### src/hdl/bspl_pkg.sv
`timescale 1ns / 1ps
// ----------------------------------------------------------------------------
// bspl_pkg
// Shared types and constants of the BSP point leaf locator: field widths,
// stream packing, node entry layout and walk controller states.
// ----------------------------------------------------------------------------
package bspl_pkg;

	localparam int NODE_COUNT_DEF = 4096;

	localparam int NODE_IDX_W = 12;
	localparam int NRM_W      = 16;
	localparam int OFF_W      = 31;
	localparam int CHILD_W    = 13;
	localparam int PT_W       = 17;

	// product of one normal component and one coordinate
	localparam int PROD_W = NRM_W + PT_W;
	// three products plus offset, with headroom
	localparam int SIDE_W = PROD_W + 3;

	// slave tdata: node_index, normal_x/y/z, plane_offset, child_front,
	// child_back, point_x/y/z, from the lowest bit up
	localparam int S_IDX_LO = 0;
	localparam int S_NX_LO  = S_IDX_LO + NODE_IDX_W;
	localparam int S_NY_LO  = S_NX_LO + NRM_W;
	localparam int S_NZ_LO  = S_NY_LO + NRM_W;
	localparam int S_OFF_LO = S_NZ_LO + NRM_W;
	localparam int S_CF_LO  = S_OFF_LO + OFF_W;
	localparam int S_CB_LO  = S_CF_LO + CHILD_W;
	localparam int S_PX_LO  = S_CB_LO + CHILD_W;
	localparam int S_PY_LO  = S_PX_LO + PT_W;
	localparam int S_PZ_LO  = S_PY_LO + PT_W;
	localparam int S_TDATA_W = S_PZ_LO + PT_W;
	localparam int M_TDATA_W = 16;

	typedef enum logic {
		CMD_WRITE = 1'b0,
		CMD_QUERY = 1'b1
	} cmd_t;

	typedef enum logic [1:0] {
		ST_IDLE,
		ST_FETCH,
		ST_WAIT,
		ST_FIN
	} walk_state_t;

	typedef struct packed {
		logic signed [NRM_W-1:0]   normal_x;
		logic signed [NRM_W-1:0]   normal_y;
		logic signed [NRM_W-1:0]   normal_z;
		logic signed [OFF_W-1:0]   plane_offset;
		logic signed [CHILD_W-1:0] child_front;
		logic signed [CHILD_W-1:0] child_back;
	} node_entry_t;

	typedef struct packed {
		logic signed [PT_W-1:0] x;
		logic signed [PT_W-1:0] y;
		logic signed [PT_W-1:0] z;
	} point_t;

	// side test result of one node, with the children to pick from
	typedef struct packed {
		logic                      vld;
		logic                      neg;
		logic signed [CHILD_W-1:0] child_front;
		logic signed [CHILD_W-1:0] child_back;
	} side_res_t;

endpackage

### src/hdl/bspl_side_eval.sv
`timescale 1ns / 1ps
// ----------------------------------------------------------------------------
// bspl_side_eval
// Two-stage side test: normal components times point in stage 1, sum minus
// plane offset and sign in stage 2.
// ----------------------------------------------------------------------------
module bspl_side_eval (
	input  logic                  clk,
	input  logic                  arst_n,
	input  logic                  ent_vld,
	input  bspl_pkg::node_entry_t ent,
	input  bspl_pkg::point_t      point,
	output bspl_pkg::side_res_t   res
);
	import bspl_pkg::*;

	logic signed [NRM_W-1:0]   nx, ny, nz;
	logic signed [PT_W-1:0]    px, py, pz;
	logic signed [PROD_W-1:0]  prod_x_s1, prod_y_s1, prod_z_s1;
	logic signed [OFF_W-1:0]   off_s1;
	logic signed [CHILD_W-1:0] cf_s1, cb_s1;
	logic                      vld_s1;
	logic signed [SIDE_W-1:0]  side;
	logic                      neg_s2;
	logic signed [CHILD_W-1:0] cf_s2, cb_s2;
	logic                      vld_s2;

	assign nx = ent.normal_x;
	assign ny = ent.normal_y;
	assign nz = ent.normal_z;
	assign px = point.x;
	assign py = point.y;
	assign pz = point.z;

	always_ff @(posedge clk) begin
		prod_x_s1 <= PROD_W'(nx) * PROD_W'(px);
		prod_y_s1 <= PROD_W'(ny) * PROD_W'(py);
		prod_z_s1 <= PROD_W'(nz) * PROD_W'(pz);
		off_s1    <= ent.plane_offset;
		cf_s1     <= ent.child_front;
		cb_s1     <= ent.child_back;
		neg_s2    <= side[SIDE_W-1];
		cf_s2     <= cf_s1;
		cb_s2     <= cb_s1;
	end

	// exact: products and offset share the same fraction bits
	assign side = SIDE_W'(prod_x_s1) + SIDE_W'(prod_y_s1) + SIDE_W'(prod_z_s1)
		- SIDE_W'(off_s1);

	always_ff @(posedge clk or negedge arst_n) begin
		if (!arst_n) begin
			vld_s1 <= 1'b0;
			vld_s2 <= 1'b0;
		end else begin
			vld_s1 <= ent_vld;
			vld_s2 <= vld_s1;
		end
	end

	assign res.vld         = vld_s2;
	assign res.neg         = neg_s2;
	assign res.child_front = cf_s2;
	assign res.child_back  = cb_s2;

endmodule

### config.mk
export PLATFORM = sky130hd
export DESIGN_NAME = bspl_side_eval
export DESIGN_NICKNAME = d
export VERILOG_FILES = /design/src/hdl/bspl_pkg.sv /design/src/hdl/bspl_side_eval.sv
export SDC_FILE = /design/constraint.sdc
export NUM_CORES = 2
export LEC_CHECK = 0
export ABC_AREA = 1
export BUFFER_PORTS_ARGS = -buffer_cell sky130_fd_sc_hd__buf_2
export CORE_ASPECT_RATIO = 1.5
export CORE_MARGIN = 10
export CORE_UTILIZATION = 38
export DETAILED_ROUTE_END_ITERATION = 16
export GPL_TIMING_DRIVEN = 0
export MAX_ROUTING_LAYER = met4
export PLACE_DENSITY = 0.67
export SLEW_MARGIN = 20
export SYNTH_ARGS = -nofsm -noshare
export SYNTH_HDL_FRONTEND = slang
export SYNTH_SLANG_ARGS = --single-unit
### constraint.sdc
create_clock -name clk -period 2.2 [get_ports clk]
set_input_delay 0 -clock clk [delete_from_list [all_inputs] [get_ports clk]]
set_output_delay 0 -clock clk [all_outputs]
set_load 0.01 [all_outputs]
==> run summary <==
Critical Path AT: 4.90 ns
WS Path Type: in2reg
Final min period: 4.55 ns
crit-path cells: buf_12, clkbuf_16, nand2_4, inv_2, fa_2, fa_2, buf_4, buf_4, fa_1, fa_1, fa_1, fa_1, ha_4, nand2_4, nor2_4, nand2_1, nor3_2, nand2_2, nand4_1, nand2_2
first drt pass iteration count: 6
outcome: finished, violations left
# setup viols final: 85
DRC violations left: 0
Hold Path Sink: prod_z_s1[2]
port bufs: 106
clk sinks: 185
CTS clk-pin slew, worst paths: 0.08 ns
Slew Viols, Final: 0
Syn Nets: 6421
Hold Startpoint: point[2]
post-route clock skew: 0.0127 ns
gr usage total: 21.0%
share of cells above drive strength 1: 23.7%
CTS tree: done
hold violation total from the final report: 0
Synth Warn #: 0
Area contributors post-synth: fa_1 (44%), inv_1 (15%), nand2_1 (12%), dfxtp_1 (9.1%), ha_1 (8.9%)
startpoint types: input port
synthesized area per cell: 7.93 um^2
initial antenna violation count: 3
Final Non-Filler Cells: 6907
Boundary Pins: 187
synth unique cells: 39
Die Span X: 286 um
Post-synth top flop: dfxtp_1
clock latency on the worst-skew pair: 0.48 ns
Placement Setup Slack: -3.29 ns
setup slack, reg-to-reg: -0.65 ns
Hold Path Depth: 5
# rows: 146
area grow syn2layout: 30.3%
Worst path depth: 20
Synth Cell Area: 40300 um^2
Largest stage delay, worst path: 0.58 ns
NumNets Final: 6825
CP Data Required Time: 2.55 ns
pin count of the biggest net entering global routing: 24
placed cell areas: 46200 um^2
vias in the first global route: 35700
GR peak layer: met2
most frequent CP cell: fa_1
RSZ-0062 raised after global routing: true
met3 GRT Util: 1.70%
met2 Track Usage GR: 37.9%
root buf cell: clkbuf_16
Post-DP HPWL: 99500 um
Register-to-Register Path Depth: 12
Synth top area share: 44.4%
async set or reset register ratio after synthesis: 1.08%
Via density: 4.73
Final period util: 207%
via count: 32700
worst-path maximum fanout: 8
first-pass GRT wire length: 190000 um
Worst path top cell family by delay: adder cells
leading area contributor after synthesis: fa_1
Design Area, Final: 52500 um^2
Die Area: 120000 um^2
Post-Route Setup TNS: -162.27 ns
ANT nets after route: 0
Max Root-Sink Buffers: 2
total wire length: 121000 um
WL per Instance: 17.5 um
CTS Buf Count: 17
CP Capture Type: flop
initial DRC count: 1647
core box area: 105000 um^2
Slowest-stage cell, CP: fa_2
Worst Slack Setup Final: -2.35 ns
Max Clk Rate: 220 MHz
met1 Use GR: 22.8%
R2R Path Start: prod_x_s1[32]
worst slew pin tran: 0.596 ns
Max-slew headroom: 60.2%
HP Class: in2reg
post-synthesis register bit count: 185
Post-synth EDFFs: 0
sequential element share of the synthesized area: 9.22%
gpl congestion: 0.963
Initial Util: 38.2%
remaining global-route overflow: 0
Cells after Synth: 5082
H-tree depth: 4
violated checks: setup timing
Filler Cell Count: 9769
Worst R2R End: neg_s2
Max Cap Viol: 0
die height: 419 um
Bufs and invs on worst path: 5
placed cell count: 6594
## what timing repair did
item                                    CTS  global route
buffers inserted                        128            64
endpoints found under the setup margin   86            85
gates cloned                              7            13
gates resized for setup                 495           266
pin swaps                               271           205
endpoints found under the hold margin    66             0
hold buffers                             69             0
## layout make-up
| cell class | instances | area, um^2 | area share [%] |
|---|---|---|---|
| repair inverters | 1 | 7.51 | 0.0143 |
| diodes | 2 | 5.00 | 0.00953 |
| plain buffers | 181 | 3270 | 6.23 |
| well taps | 1406 | 1760 | 3.35 |
| clock inverters | 15 | 213 | 0.405 |
| flip-flops and latches | 185 | 3710 | 7.07 |
| repair buffers | 384 | 3260 | 6.21 |
| multi-input cells | 3051 | 33500 | 63.9 |
| clock buffers | 17 | 425 | 0.810 |
| inverters | 1665 | 6300 | 12.0 |
## cell usage after synthesis, types with 7 or more instances
master    count
ha_1        287
nand2_1    1262
fa_1        893
nand4_1      39
nor2_1      138
xnor2_1      20
or2_2        13
o21bai_1     12
inv_1      1659
nor3_1       20
nand3_1      95
xor2_1       50
nand2_2      13
a21oi_1     109
nor2_2        7
clkbuf_1    177
a21o_1        8
o21ai_0      47
dfxtp_1     183
## metal layers
metal / part of all wire, % / vias up
li1: - / 15000
met1: 37 / 16300
met2: 53 / 1015
met3: 3.9 / 396
met4: 6.3 / 0
met5: 0 / -
## layout by cell type (no fill, tap or decap), types with 35 or more instances in the layout
master / count
a21oi_1: 35
fa_2: 68
nand2_4: 79
inv_1: 1533
nand2_1: 1071
ha_1: 183
buf_4: 166
fa_1: 825
nand3_1: 71
buf_6: 36
dlygate4sd3_1: 69
ha_4: 95
clkbuf_8: 62
nand2_2: 123
nor2_4: 59
buf_2: 90
nand4_1: 39
nor2_1: 65
xor2_1: 40
dfxtp_1: 183
inv_2: 117
clkbuf_16: 94
a21oi_2: 44
## metrics by stage
step	utilization [%]	hold slack, ns
3_5_place_dp	43.9	-0.212
4_1_cts	48.3	0.0119
3_3_place_gp	43.9	-0.214
6_report	49.8	0.0393
5_1_grt	49.8	0.0615
2_1_floorplan	-	-0.296
## sequential cells by signal, indices dropped and copies added (netlist names)
name and cells:
cf_s1 13, vld_s1 1, prod_x_s1 33, vld_s2 1, prod_z_s1 33, cf_s2 13
prod_y_s1 33, cb_s2 13, cb_s1 13, neg_s2 1, off_s1 31
## worst min-delay path, cell delays in order
cell and delay, ns:
clkbuf_8 0.13, nand2_1 0.06, inv_1 0.06, ha_1 0.11, ha_1 0.11
## how the worst max path moves through the flow
stage,start,to,slack (ns)
floorplan,ent[78],prod_y_s1[32],-2.50
global placement,ent[104],prod_x_s1[31],-3.24
detailed placement,ent[104],prod_x_s1[31],-3.29
CTS,ent[77],prod_y_s1[32],-2.30
global route,point[33],prod_y_s1[32],-2.47
finish,point[16],prod_z_s1[28],-2.35
## cell families (layout without fill, tap and decap cells)
family                   Yosys count  in the layout  synth area share, %
flip-flops                       185            185                 9.22
other                              0              2                    0
AND/OR/NAND/NOR                 1611           1611                 16.2
buffers and inverters           1846           2263                 17.2
AO/OA/AOI/OAI                    190            190                 2.58
adder cells (fa/ha/maj)         1180           1180                 53.3
XOR/XNOR                          70             70                 1.52
Power is left out: the tool's default activity adds up to more than one toggle a clock period on the data nets, which glitch-free logic cannot reach.
