===== src/hdl/bspl_pkg.sv =====
`timescale 1ns / 1ps
// ----------------------------------------------------------------------------
// bspl_pkg
// Shared types and constants of the BSP point leaf locator: field widths,
// stream packing, node entry layout and walk controller states.
// ----------------------------------------------------------------------------
package bspl_pkg;

	localparam int NODE_COUNT_DEF = 4096;

	localparam int NODE_IDX_W = 12;
	localparam int NRM_W      = 16;
	localparam int OFF_W      = 31;
	localparam int CHILD_W    = 13;
	localparam int PT_W       = 17;

	// product of one normal component and one coordinate
	localparam int PROD_W = NRM_W + PT_W;
	// three products plus offset, with headroom
	localparam int SIDE_W = PROD_W + 3;

	// slave tdata: node_index, normal_x/y/z, plane_offset, child_front,
	// child_back, point_x/y/z, from the lowest bit up
	localparam int S_IDX_LO = 0;
	localparam int S_NX_LO  = S_IDX_LO + NODE_IDX_W;
	localparam int S_NY_LO  = S_NX_LO + NRM_W;
	localparam int S_NZ_LO  = S_NY_LO + NRM_W;
	localparam int S_OFF_LO = S_NZ_LO + NRM_W;
	localparam int S_CF_LO  = S_OFF_LO + OFF_W;
	localparam int S_CB_LO  = S_CF_LO + CHILD_W;
	localparam int S_PX_LO  = S_CB_LO + CHILD_W;
	localparam int S_PY_LO  = S_PX_LO + PT_W;
	localparam int S_PZ_LO  = S_PY_LO + PT_W;
	localparam int S_TDATA_W = S_PZ_LO + PT_W;
	localparam int M_TDATA_W = 16;

	typedef enum logic {
		CMD_WRITE = 1'b0,
		CMD_QUERY = 1'b1
	} cmd_t;

	typedef enum logic [1:0] {
		ST_IDLE,
		ST_FETCH,
		ST_WAIT,
		ST_FIN
	} walk_state_t;

	typedef struct packed {
		logic signed [NRM_W-1:0]   normal_x;
		logic signed [NRM_W-1:0]   normal_y;
		logic signed [NRM_W-1:0]   normal_z;
		logic signed [OFF_W-1:0]   plane_offset;
		logic signed [CHILD_W-1:0] child_front;
		logic signed [CHILD_W-1:0] child_back;
	} node_entry_t;

	typedef struct packed {
		logic signed [PT_W-1:0] x;
		logic signed [PT_W-1:0] y;
		logic signed [PT_W-1:0] z;
	} point_t;

	// side test result of one node, with the children to pick from
	typedef struct packed {
		logic                      vld;
		logic                      neg;
		logic signed [CHILD_W-1:0] child_front;
		logic signed [CHILD_W-1:0] child_back;
	} side_res_t;

endpackage


===== src/hdl/bspl_walk_ctrl.sv =====
`timescale 1ns / 1ps
// ----------------------------------------------------------------------------
// bspl_walk_ctrl
// Query sequencer: walks the tree from node 0, one table read per node,
// bounds the walk and holds the result in the output register.
// ----------------------------------------------------------------------------
module bspl_walk_ctrl #(
	parameter int NODE_COUNT = 4096,
	parameter int MEM_DEPTH  = 4096,
	parameter int MEM_AW     = 12
) (
	input  logic                                  clk,
	input  logic                                  arst_n,
	input  logic                                  in_vld,
	output logic                                  in_rdy,
	input  bspl_pkg::cmd_t                        in_cmd,
	input  bspl_pkg::point_t                      in_point,
	output logic                                  rd_en,
	output logic [MEM_AW-1:0]                     rd_addr,
	input  bspl_pkg::side_res_t                   res,
	output bspl_pkg::point_t                      point,
	output logic                                  out_vld,
	input  logic                                  out_rdy,
	output logic [bspl_pkg::NODE_IDX_W-1:0]       out_leaf,
	output logic                                  out_err
);
	import bspl_pkg::*;

	localparam int SW = $clog2(NODE_COUNT + 1);

	walk_state_t               state_q, state_d;
	logic signed [CHILD_W-1:0] node_q, node_d;
	logic [SW-1:0]             steps_q;
	point_t                    pt_q;
	logic [NODE_IDX_W-1:0]     leaf_q, fin_leaf;
	logic                      err_q, fin_err;
	logic                      start, steps_inc, fin_load, out_load;
	logic signed [CHILD_W-1:0] next_child;
	logic                      over;
	logic                      out_vld_q;
	logic [NODE_IDX_W-1:0]     out_leaf_q;
	logic                      out_err_q;

	assign next_child = res.neg ? res.child_back : res.child_front;
	assign over = (32'(next_child[CHILD_W-2:0]) >= 32'(NODE_COUNT))
		|| (32'(steps_q) >= 32'(NODE_COUNT));

	always_ff @(posedge clk or negedge arst_n) begin
		if (!arst_n) begin
			state_q <= ST_IDLE;
		end else begin
			state_q <= state_d;
		end
	end

	always_comb begin
		state_d   = state_q;
		in_rdy    = 1'b0;
		rd_en     = 1'b0;
		rd_addr   = node_q[MEM_AW-1:0];
		node_d    = node_q;
		start     = 1'b0;
		steps_inc = 1'b0;
		fin_load  = 1'b0;
		fin_leaf  = '0;
		fin_err   = 1'b0;
		out_load  = 1'b0;
		unique case (state_q)
			ST_IDLE: begin
				in_rdy = 1'b1;
				if (in_vld && in_cmd == CMD_QUERY) begin
					start   = 1'b1;
					node_d  = '0;
					state_d = ST_FETCH;
				end
			end
			ST_FETCH: begin
				rd_en     = 1'b1;
				steps_inc = 1'b1;
				state_d   = ST_WAIT;
			end
			ST_WAIT: begin
				if (res.vld) begin
					if (next_child[CHILD_W-1]) begin
						// leaf reached: child holds its complement
						fin_load = 1'b1;
						fin_leaf = ~next_child[NODE_IDX_W-1:0];
						state_d  = ST_FIN;
					end else if (over) begin
						fin_load = 1'b1;
						fin_err  = 1'b1;
						state_d  = ST_FIN;
					end else begin
						rd_en     = 1'b1;
						rd_addr   = next_child[MEM_AW-1:0];
						node_d    = next_child;
						steps_inc = 1'b1;
					end
				end
			end
			ST_FIN: begin
				if (!out_vld_q || out_rdy) begin
					out_load = 1'b1;
					state_d  = ST_IDLE;
				end
			end
			default: state_d = ST_IDLE;
		endcase
	end

	always_ff @(posedge clk or negedge arst_n) begin
		if (!arst_n) begin
			node_q    <= '0;
			steps_q   <= '0;
			out_vld_q <= 1'b0;
		end else begin
			node_q <= node_d;
			if (start) begin
				steps_q <= '0;
			end else if (steps_inc) begin
				steps_q <= steps_q + SW'(1);
			end
			if (out_load) begin
				out_vld_q <= 1'b1;
			end else if (out_rdy) begin
				out_vld_q <= 1'b0;
			end
		end
	end

	always_ff @(posedge clk) begin
		if (start) begin
			pt_q <= in_point;
		end
		if (fin_load) begin
			leaf_q <= fin_leaf;
			err_q  <= fin_err;
		end
		if (out_load) begin
			out_leaf_q <= leaf_q;
			out_err_q  <= err_q;
		end
	end

	assign point    = pt_q;
	assign out_vld  = out_vld_q;
	assign out_leaf = out_leaf_q;
	assign out_err  = out_err_q;

`ifndef NO_ASSERTIONS
	a_read_returns: assert property (@(posedge clk) disable iff (!arst_n)
		rd_en |-> ##3 res.vld)
		else $error("table read did not return a side result after three cycles");

	a_result_when_waiting: assert property (@(posedge clk) disable iff (!arst_n)
		res.vld |-> state_q == ST_WAIT)
		else $error("side result arrived outside a walk");

	a_steps_bounded: assert property (@(posedge clk) disable iff (!arst_n)
		32'(steps_q) <= 32'(NODE_COUNT))
		else $error("walk step count ran past the node count");

	a_read_in_table: assert property (@(posedge clk) disable iff (!arst_n)
		rd_en |-> 32'(rd_addr) < 32'(MEM_DEPTH))
		else $error("table read beyond the stored entries");
`endif

endmodule


===== config.mk =====
export PLATFORM = sky130hd
export DESIGN_NAME = bspl_walk_ctrl
export DESIGN_NICKNAME = d
export VERILOG_FILES = /design/src/hdl/bspl_pkg.sv /design/src/hdl/bspl_walk_ctrl.sv
export SDC_FILE = /design/constraint.sdc
export NUM_CORES = 1
export LEC_CHECK = 0
export ABC_CLOCK_PERIOD_IN_PS = 9000
export BUFFER_PORTS_ARGS = -buffer_cell sky130_fd_sc_hd__buf_2
export CAP_MARGIN = 0
export CORE_ASPECT_RATIO = 1.5
export CORE_MARGIN = 2
export CORE_UTILIZATION = 54
export CTS_BUF_LIST = sky130_fd_sc_hd__clkbuf_8
export CTS_CLUSTER_SIZE = 20
export DETAILED_ROUTE_END_ITERATION = 10
export GPL_ROUTABILITY_DRIVEN = 1
export MAX_ROUTING_LAYER = met4
export PLACE_DENSITY = 0.88
export SLEW_MARGIN = 20
export SYNTH_ARGS = -nofsm -noshare
export SYNTH_HDL_FRONTEND = slang
export SYNTH_SLANG_ARGS = --single-unit

===== constraint.sdc =====
create_clock -name clk -period 9 [get_ports clk]
set_clock_uncertainty 0.15 [all_clocks]
set_input_delay 1.8 -clock clk [delete_from_list [all_inputs] [get_ports clk]]
set_output_delay 1.8 -clock clk [all_outputs]
set_load 0.03 [all_outputs]

==> flow_summary.ini <==
[timing]
worst_pin_slew_ns = 0.978
setup_viol = 0
setup-tns-final_ns = 0
slew_violations = 0
min_period_ns = 5.64
hold_viol_final = 0
slew_headroom = 0.346
timing.fmax_ghz = 0.177
period_share = 0.627
rsz0062_at_grt = no

[grt]
grt_pass1_vias = 2577
gr-total-overflow = 0
track_usage = 0.212
grt_max_degree = 65
antenna_found_initial = 0
grt_first_pass_wirelength_um = 12400

[drt]
avgRoutedWirePerCell_um = 15.2
first_iter_violations = 129
ant_nets = 0
via_per_inst = 5.04
drc = 0
wirelength_um = 8300
first_pass_iters = 4
dr_total_vias = 2757

[critical_path]
rr_worst_depth = 7
worstSetupStartpointType = primary input
critPathRequiredTime_ns = 7.05
crit_fanout = 24
critPathCaptureType = output pin
cp.arrival_ns = 3.69
crit_type = in -> out

[clock_network]
cts_max_level = 3
cts_resized = 0
clock-sinks = 105
clk_pin_slew_ns = 0.09
root_buffer = clkbuf_8
postCtsSetupRepairBufs = 0
cts_tree = done
ctsLongestPathBuffers = 2
numCtsBuffers = 9
clk_latency_ns = 0.37
ctsHoldBuffers = 0

[placed_design]
gp_congestion = 0.827
port_buffers = 162
place_inst = 531
dp_hpwl_um = 6220

[floorplan]
die_y_um = 110
die_width_um = 74.8
core_sq_mm = 0.00727
num_io_pins = 163
initial_core_util = 0.558
die_area_sq_mm = 0.00824
rows = 38

[min_path]
worstHoldPathType = reg -> reg
hold_path_depth = 0

[synthesis]
synth.distinct_cells = 30
synth.avg_cell_area_sq_um = 14.6
syn-cell-area_sq_mm = 0.00406
ys_ff_latch = 105
ys_warn_count = 0
seq_area_frac_synth = 0.742
syn_nets = 368
synthCells = 278

[final_layout]
nNetsFinal = 532
antenna_cells = 0
final_cells = 547
drive_gt1_frac = 0.416
final_core_util = 0.717
syn2layout_area_growth_pct = 28.5

[run]
maxCapViolCount = 0

[pwr]
p_per_area_mw_per_mm2 = 272
ir_drop_v = 0.000201
leakagePower_nw = 2.28

[status]
status = completed
per-layer routing:
| metal | global-route usage | part of all wire | vias up |
|---|---|---|---|
| met5 | - | 0 | - |
| met3 | 0.0536 | 0.071 | 20 |
| li1 | - | - | 1349 |
| met2 | 0.339 | 0.52 | 103 |
| met4 | 0.114 | 0.034 | 0 |
| met1 | 0.243 | 0.38 | 1285 |
state kept, by name, indices dropped and copies added, names as in the netlist:
register,flops
err_q,1
out_leaf,12
state_q,2
steps_q,13
leaf_q,12
point,51
out_vld,1
node_q,12
out_err,1
worst paths after layout:
path | from | end | slack, ns
worst min register to register | leaf_q[9] | out_leaf[9] | 0.28
max in group asynchronous | arst_n | steps_q[8] | 6.99
worst min-delay path | leaf_q[9] | out_leaf[9] | 0.28
worst max register to register | state_q[0] | steps_q[1] | 6.62
worst max-delay path | res[26] | rd_addr[5] | 3.36
min in group asynchronous | arst_n | node_q[7] | 1.29
where the power goes:
| part | total [mW] | switching, mW | internal, mW |
|---|---|---|---|
| Combinational | 0.423 | 0.293 | 0.130 |
| Sequential | 0.649 | 0.0341 | 0.615 |
| Clock | 0.349 | 0.155 | 0.194 |
cell type report:
type	instances	area (sq um)
Clock inverter	6	113
Inverter	19	71.3
Sequential cell	105	3010
Timing Repair Buffer	164	826
Clock buffer	10	138
Multi-Input combinational cell	143	932
Tap cell	100	125
Fill cell	506	2060
kinds of logic (layout without fill, tap and decap cells):
logic type | count (synthesis) | after routing | synth area share
flops | 105 | 105 | 0.742
simple gates | 70 | 70 | 0.0885
compound gates | 50 | 50 | 0.0786
buf+inv | 30 | 199 | 0.0299
mux | 16 | 16 | 0.0401
fa+ha+maj | 6 | 6 | 0.0185
xor+xnor | 1 | 1 | 0.00216
critical path, stage by stage:
cell and delay, ns:
buf_2 0.34, mux2_2 0.45, nor3_4 0.65, nor2_1 0.08, a21oi_1 0.14, buf_2 0.21
per-stage QoR:
stage          total power, mW  instance area (sq um)  hold WS, ns  worst slack, ns
4_1_cts                   1.43                   5210        0.281             3.04
6_report                  1.42                   5220        0.279             3.36
2_1_floorplan            0.963                   4060        0.250             3.68
3_3_place_gp              1.07                   4960        0.255             3.13
3_5_place_dp              1.08                   4960        0.255             3.04
5_1_grt                   1.49                   5220        0.292             3.16
Yosys cell counts, drive strengths merged:
library cell / n / share of area
edfxtp: 77 / 0.57
nor2: 30 / 0.028
dfrtp: 28 / 0.17
a21oi: 25 / 0.032
inv: 19 / 0.018
mux2i: 14 / 0.035
o2bb2ai: 12 / 0.026
nand3: 9 / 0.011
buf: 7 / 0.0086
nand2: 7 / 0.0065
ha: 6 / 0.018
o21ai: 6 / 0.0074
o31ai: 6 / 0.011
or4: 6 / 0.011
or3: 5 / 0.0077
clkbuf: 4 / 0.0037
and2: 2 / 0.0031
and3: 2 / 0.0031
mux2: 2 / 0.0055
nor2b: 2 / 0.0031
nor3b: 2 / 0.0049
and4: 1 / 0.0022
and4b: 1 / 0.0025
nand2b: 1 / 0.0015
nand4: 1 / 0.0015
nor3: 1 / 0.0025
o32a: 1 / 0.0025
xnor2: 1 / 0.0022
layout by cell type, fill, tap and decap left out, types with 7 or more instances in the layout:
cell type	instances
a21oi_1	24
buf_2	162
clkbuf_8	10
dfrtp_1	28
edfxtp_1	77
inv_1	19
mux2i_1	14
nand2_1	7
nand3_1	9
nor2_1	30
o2bb2ai_1	12
Note: power is estimated with default switching activity, not from simulation.
